`src/rtl/cbs_pkg.sv`:
```
// Package for the cubic B-spline SPH kernel unit: word types, widths,
// opcodes, register indexes and the normalization table.
// Depends on nothing; every other file of the block imports it.
`default_nettype none

package cbs_pkg;

  localparam int FRAC_BITS_DEF = 16;
  localparam int DATA_W        = 32;
  localparam int POLY_BITS     = 30;
  localparam int RQ_W          = 31;
  localparam int NORM_W        = 31;
  localparam int WIDE_W        = 92;
  localparam int OUT_SHIFT     = 28;
  localparam int RES_W         = 64;
  localparam int MAX_STEPS     = 5;
  localparam int STEP_W        = 3;
  localparam int RECIP_SHIFT   = 33;

  localparam logic [1:0]        DIM_RESET      = 2'd3;
  localparam logic [DATA_W-1:0] LENGTH_RESET   = 32'd65536;
  localparam logic [RQ_W-1:0]   TWO_THIRDS_Q30 = 31'd715827883;
  localparam logic [DATA_W-1:0] THIRD_RECIP    = 32'hAAAAAAAB;
  localparam logic [RES_W-1:0]  POS_MAX        = {1'b0, {(RES_W-1){1'b1}}};
  localparam logic [RES_W-1:0]  NEG_MIN        = {1'b1, {(RES_W-1){1'b0}}};

  typedef enum logic [1:0] {
    OP_VALUE = 2'd0,
    OP_SLOPE = 2'd1,
    OP_CURVE = 2'd2
  } op_t;

  typedef enum logic {
    CFG_DIMENSION = 1'b0,
    CFG_LENGTH    = 1'b1
  } cfg_idx_t;

  typedef struct packed {
    logic [1:0]               op;
    logic signed [DATA_W-1:0] distance;
  } in_word_t;

  typedef struct packed {
    logic signed [RES_W-1:0] kernel_result;
    logic                    length_error;
    logic                    saturated;
  } out_word_t;

  typedef struct packed {
    logic [1:0] op;
    logic       neg_r;
    logic       inner;
    logic       kill;
    logic       len_err;
  } rq_side_t;

  typedef struct packed {
    logic              neg;
    logic              kill;
    logic              len_err;
    logic [STEP_W-1:0] steps;
    logic              sat;
  } scale_side_t;

  localparam int RQ_SW = $bits(rq_side_t);
  localparam int SC_SW = $bits(scale_side_t);

  function automatic logic [NORM_W-1:0] norm_q30(input logic [1:0] dim);
    logic [NORM_W-1:0] v;
    unique case (dim)
      2'd0: v = '0;
      2'd1: v = 31'd1073741824;
      2'd2: v = 31'd732391367;
      2'd3: v = 31'd512673957;
    endcase
    return v;
  endfunction

endpackage

`default_nettype wire

```
`src/rtl/cbs_div_pipe.sv`:
```
// Pipelined restoring divider, one quotient bit per register stage,
// with a side word that travels alongside. Depends on cbs_pkg.
`default_nettype none

module cbs_div_pipe #(
  parameter int QW = cbs_pkg::RQ_W,
  parameter int SW = 1
) (
  input  logic                       clk,
  input  logic                       rst,
  input  logic                       en,
  input  logic                       in_valid,
  input  logic [cbs_pkg::DATA_W-1:0] in_rem,
  input  logic [QW-1:0]              in_low,
  input  logic                       in_bypass,
  input  logic [SW-1:0]              in_side,
  input  logic [cbs_pkg::DATA_W-1:0] divisor,
  input  logic [cbs_pkg::DATA_W-1:0] bypass_divisor,
  output logic                       out_valid,
  output logic [QW-1:0]              out_quo,
  output logic [SW-1:0]              out_side
);
  import cbs_pkg::*;

  logic              vld_q    [QW];
  logic [DATA_W-1:0] rem_q    [QW];
  logic [QW-1:0]     bits_q   [QW];
  logic              byp_q    [QW];
  logic [SW-1:0]     side_q   [QW];

  logic              vld_src  [QW];
  logic [DATA_W-1:0] rem_src  [QW];
  logic [QW-1:0]     bits_src [QW];
  logic              byp_src  [QW];
  logic [SW-1:0]     side_src [QW];
  logic [DATA_W:0]   dsel     [QW];
  logic [DATA_W:0]   trial    [QW];
  logic              take     [QW];

  // The remainder stays below the divisor; the quotient bits shift in at the bottom
  // while the dividend bits shift out at the top.
  always_comb begin
    vld_src[0]  = in_valid;
    rem_src[0]  = in_rem;
    bits_src[0] = in_low;
    byp_src[0]  = in_bypass;
    side_src[0] = in_side;
    for (int k = 1; k < QW; k++) begin
      vld_src[k]  = vld_q[k-1];
      rem_src[k]  = rem_q[k-1];
      bits_src[k] = bits_q[k-1];
      byp_src[k]  = byp_q[k-1];
      side_src[k] = side_q[k-1];
    end
    for (int k = 0; k < QW; k++) begin
      dsel[k]  = {1'b0, byp_src[k] ? bypass_divisor : divisor};
      trial[k] = {rem_src[k], bits_src[k][QW-1]};
      take[k]  = trial[k] >= dsel[k];
    end
  end

  always_ff @(posedge clk) begin
    if (rst) begin
      for (int k = 0; k < QW; k++) begin
        vld_q[k] <= 1'b0;
      end
    end else if (en) begin
      for (int k = 0; k < QW; k++) begin
        vld_q[k] <= vld_src[k];
      end
    end
  end

  always_ff @(posedge clk) begin
    if (en) begin
      for (int k = 0; k < QW; k++) begin
        rem_q[k]  <= take[k] ? DATA_W'(trial[k] - dsel[k]) : trial[k][DATA_W-1:0];
        bits_q[k] <= {bits_src[k][QW-2:0], take[k]};
        byp_q[k]  <= byp_src[k];
        side_q[k] <= side_src[k];
      end
    end
  end

  assign out_valid = vld_q[QW-1];
  assign out_quo   = bits_q[QW-1];
  assign out_side  = side_q[QW-1];

endmodule

`default_nettype wire

```
`config.mk`:
```
export PLATFORM = sky130hd
export DESIGN_NAME = cbs_div_pipe
export DESIGN_NICKNAME = d
export VERILOG_FILES = /design/src/rtl/cbs_pkg.sv /design/src/rtl/cbs_div_pipe.sv
export SDC_FILE = /design/constraint.sdc
export NUM_CORES = 2
export LEC_CHECK = 0
export BUFFER_PORTS_ARGS = -buffer_cell sky130_fd_sc_hd__clkbuf_2
export CAP_MARGIN = 10
export CORE_MARGIN = 2
export CORE_UTILIZATION = 25
export CTS_BUF_LIST = sky130_fd_sc_hd__clkbuf_4 sky130_fd_sc_hd__clkbuf_8
export DETAILED_ROUTE_END_ITERATION = 16
export GPL_TIMING_DRIVEN = 0
export PLACE_DENSITY = 0.43
export REMOVE_ABC_BUFFERS = 1
export SLEW_MARGIN = 10
export SYNTH_ARGS = -nofsm -noshare
export SYNTH_HDL_FRONTEND = slang
export SYNTH_SLANG_ARGS = --single-unit
```
`constraint.sdc`:
```
create_clock -name clk -period 5.85 [get_ports clk]
set_input_delay 0.8775 -clock clk [delete_from_list [all_inputs] [get_ports clk]]
set_output_delay 0.8775 -clock clk [all_outputs]
set_load 0.05 [all_outputs]
```
=== Yosys cells after proc, flatten, opt, wreduce, memory -nomap -nowiden ===
Memory sizes are Yosys's and may differ from the RTL's.
Cells that the tools add are included.

* Register bits: 0
* Output and inout port bits: 33
* Bits in writable memories: 2046
* Word-level logic and storage cells: 197
* Input bits: 133
* Memories kept: 5

{| class="wikitable"
|+ Memories
! name !! words !! width !! rd ports !! clocked after Yosys merged registers in !! wr ports !! line !! RTL
|-
| rem_q || 31 || 32 || 30 || 0 || 31 || cbs_div_pipe.sv:26 || <nowiki>logic [DATA_W-1:0] rem_q [QW];</nowiki>
|-
| bits_q || 31 || 31 || 31 || 0 || 31 || cbs_div_pipe.sv:27 || <nowiki>logic [QW-1:0] bits_q [QW];</nowiki>
|-
| byp_q || 31 || 1 || 30 || 0 || 31 || cbs_div_pipe.sv:28 || <nowiki>logic byp_q [QW];</nowiki>
|-
| side_q || 31 || 1 || 31 || 0 || 31 || cbs_div_pipe.sv:29 || <nowiki>logic [SW-1:0] side_q [QW];</nowiki>
|-
| vld_q || 31 || 1 || 31 || 0 || 31 || cbs_div_pipe.sv:25 || <nowiki>logic vld_q [QW];</nowiki>
|}

* Add/sub/neg operators: 31
* Order comparisons: 31
* Mux-type cells: 99
* Bitwise logic cells: 31

{| class="wikitable"
|+ Operators with widths
! cell !! number
|-
| $mux 32 || 62
|-
| $ge 33x32->1 || 31
|-
| $sub 32x32->32 || 31
|-
| $mux 1 || 37
|-
| $or 1x1->1 || 31
|}

=== Logic depth before layout (Yosys ltp) ===
* Depth after elaboration: 4
* Gate-level depth with buffers: 18

=== Worst setup path after synthesis ===
No wires, ideal clock.

* Path kind: input to register
* From: in in_bypass
* To: mem rem_q[0][24] (data pin)
* Buffers on the path: 4
* Cell stages on the path: 16
* Setup time: 0.260 ns
* Arrival time: 4.427 ns
* Slack: 1.163 ns
* Cell sequence: clkbuf_1 -> clkbuf_1 -> mux2i_1 -> ha_1 -> clkbuf_1 -> nand3_1 -> nor3_2 -> nand3_1 -> and4_1 -> o21a_1 -> o21bai_2 -> a41oi_1 -> or4_1 -> nand3_2 -> buf_6 -> mux2_2

{| class="wikitable"
|+ RTL lines
! element !! line !! RTL
|-
| start, declared || cbs_div_pipe.sv:15 || <nowiki>input logic in_bypass,</nowiki>
|-
| end, declared || cbs_div_pipe.sv:26 ||
|}

==> reports/results.txt <==
nature of the critical path endpoint: flip-flop
global-route wire length before repair: 642,000 um
RSZ-0062 raised after global routing: no
share of power burned in the clock network: 17.8%
first drt pass iteration count: 6
aggregate global routing overflow: 0
required time at the endpoint of the critical path: 6740 ps
half-perimeter wire length after detailed placement: 300,000 um
net switching power figure: 35.8 mW
FFs w/ async S/R, synth: 0%
total of flip-flops plus latches after synthesis: 2,013
number of DRC violations after detailed routing: 0
Max Buffers Root-to-Sink: 4
total number of clock tree sinks: 2,013
number of core rows: 265
Setup-failing EPs final: 0
Netlist Area Pre-Place: 131,000 um2
number of pins with negative max-slew slack in the final report: 0
Layout Utilization: 29.0%
post-detailed-route via-to-cell ratio: 4.93
Inst Count DP: 18.6k
transition time of the tightest slew-check pin: 1230 ps
Gate Count Post-Synth: 12.0k
share of synthesized area occupied by flip-flops and latches: 46.3%
post-route non-filler standard cell count: 19.4k
Setup CP Type: reg -> reg
top flip-flop cell by instance count after synthesis: edfxtp_1
result of the run: finished, final reports clean
clock tree from TritonCTS: yes
number of cells upsized or downsized after cts: 0
Worst Setup Slack post-DPL: -373 ps
number of buffers created by CTS: 406
overall via count from detail_route: 95.8k
Yosys warnings: 0
Global Route met1 Usage: 22.0%
die footprint: 528,000 um2
fraction of final layout cells with drive strength greater than 1: 11.6%
power density normalized to cell area: 566 nW/um2
setup TNS after final layout: 0 ps
largest net degree at the start of global routing: 103
worst-case clock skew: 102 ps
Tcrit/Tclk final: 97.8%
CTS Root Buffer Type: clkbuf_8
reported max-cap violation count: 0
fraction of met3 tracks used by global routing: 2.29%
area growth from synthesis to layout: 15.8%
Worst Slack Setup Final: 126 ps
kind of launch point of the worst setup path: flip-flop
source-to-sink clock delay at the later pin of the worst-skew pair: 1180 ps
internal portion of total power: 49.8 mW
most heavily used metal layer in global routing: met2
post-synth cell types: 107
count of input and output buffers: 165
I/O pin total: 166
shortest clock period the worst path allows after layout: 5720 ps
post-synthesis average cell area: 10.9 um2
GRT Total Usage: 16.2%
number of enable flip-flop cells after synthesis: 2,013
Worst Hold Class: in -> reg
combinational power share: 52.1%
post-route worst hold slack: 160 ps
commonest non-fill, non-tap cells in the layout: edfxtp_1, ha_1, mux2i_1
floorplan core area: 521,000 um2
First DRT Iteration DRCs: 8,791
peak clock frequency supported by timing: 175 MHz
placed cell areas: 142,000 um2
routability cong.: 0.834
number of global-route vias before repair: 93.9k
effective utilization at floorplan: 25.1%
Chip Width: 727 um
max_slew headroom: 17.9%
Filler Cells Inserted: 54.0k
Detail Route Antenna Nets: 0
Overall Power: 85.6 mW
maximum level of the CTS H-tree: 5
number of hold violations in the final report: 0
average routed wire per standard cell: 22.8 um
Switching Share: 41.8%
Global Route met2 Usage: 26.6%
largest driver fanout on the critical path: 25
Non-Filler Cell Area, Final: 151,000 um2
most common library cell in the layout ignoring fill and taps: edfxtp_1
clock-pin transition on the worst setup and hold timing paths: 50 ps
Total Nets Final: 13.3k
IR Drop Worst-Case VDD: 0.000253 V
worst path arrival time: 6620 ps
antenna violations before repair: 67
height of the chip: 727 um
part of the power in registers: 30.1%
static leakage: 59.9 nW
final wirelength: 444,000 um
-- flip-flops by register name, indices dropped and copies added (netlist names) --
signal,flops
bits_q,961
rem_q,960
side_q,31
vld_q,31
byp_q,30
-- cells in the mapped netlist, types with 16 or more instances --
cell | number | share of area, %
a211o_1 | 24 | 0.16
a211oi_1 | 80 | 0.46
a21boi_0 | 26 | 0.15
a21o_1 | 533 | 3.1
a21oi_1 | 966 | 3.7
a221oi_1 | 24 | 0.16
a311oi_1 | 16 | 0.11
a31o_2 | 20 | 0.13
a31oi_1 | 109 | 0.52
a41oi_1 | 27 | 0.18
and2_1 | 56 | 0.27
and3_1 | 61 | 0.29
and4_1 | 26 | 0.17
buf_1 | 90 | 0.26
buf_2 | 66 | 0.25
buf_4 | 37 | 0.21
clkbuf_1 | 440 | 1.3
edfxtp_1 | 2013 | 46
fa_1 | 30 | 0.46
ha_1 | 992 | 9.5
inv_1 | 288 | 0.83
mux2_2 | 312 | 2.7
mux2_4 | 26 | 0.30
mux2i_1 | 990 | 7.6
nand2_1 | 933 | 2.7
nand2b_1 | 114 | 0.55
nand3_1 | 161 | 0.62
nand4_1 | 173 | 0.83
nor2_1 | 648 | 1.9
nor2b_1 | 159 | 0.76
nor3_1 | 107 | 0.41
nor4_1 | 30 | 0.14
o211ai_1 | 29 | 0.17
o21a_1 | 124 | 0.71
o21ai_0 | 839 | 3.2
o21ai_1 | 35 | 0.13
o21bai_1 | 123 | 0.71
o31a_1 | 47 | 0.32
o31ai_1 | 75 | 0.43
or2_2 | 21 | 0.10
or3_1 | 37 | 0.18
xnor2_1 | 475 | 3.2
xor2_1 | 327 | 2.2
-- power by group through the flow --
stage	Combinational, mW	Sequential, mW	Clock, mW
after floorplan	31.8	24.6	0
after global routing	49.4	26.1	16.6
after global placement	43.2	27.6	0
after detailed placement	44.1	26.1	0
final	44.6	25.8	15.2
after CTS	44.5	25.8	16.0
-- final cells by class --
cell class | count | area, um2 | share of cell area (%)
inverters | 288 | 1080 | 0.715
diodes | 24 | 60.1 | 0.0397
repair buffers | 418 | 6210 | 4.11
clock inverters | 212 | 1750 | 1.15
clock buffers | 522 | 6460 | 4.27
flip-flops and latches | 2013 | 60400 | 40.0
multi-input cells | 9009 | 66600 | 44.0
well taps | 6942 | 8690 | 5.74
-- layer usage --
metal | routed length (um) | part of all wire [%] | vias to the layer above
met5 | 40 | 0.0090 | -
met4 | 15400 | 3.5 | 6
met3 | 26500 | 6.0 | 723
met2 | 205000 | 46 | 2804
met1 | 197000 | 44 | 46800
li1 | - | - | 45500
-- path summary, 6_finish.rpt --
kind                   from             end  slack (ps)  depth (start not counted)
max             byp_q[0][1]    rem_q[0][71]         130                         16
max reg2reg     byp_q[0][1]    rem_q[0][71]         130                         16
min reg2reg  bits_q[1][357]  bits_q[1][389]         370                          0
min              in_rem[19]    rem_q[0][20]         160                          2
-- cell families after synthesis --
family	count (synthesis)	share of synthesized area, %
compound gates	3269	15.7
simple gates	2588	9.27
flops	2013	46.3
mux	1328	10.6
fa+ha+maj	1022	9.96
buf+inv	932	2.90
xor+xnor	802	5.38
-- worst max-delay path, stage by stage, from the launching register on --
cell	delay (ps)
edfxtp_1	590
buf_8	250
buf_16	180
mux2i_1	270
ha_1	300
nor2b_1	140
o21ai_0	240
a21boi_1	160
nor4_1	390
o31a_1	300
o21ai_1	190
a21oi_1	710
o31ai_1	410
a31oi_1	310
o21a_2	360
buf_12	240
mux2_2	380
-- timing repair --
item,4_1_cts,5_1_grt
hold buffers,52,0
hold endpoints to repair,52,0
buffers inserted,0,1
endpoints found under the setup margin,0,10
No activity file was read; power rests on OpenSTA's default activity.
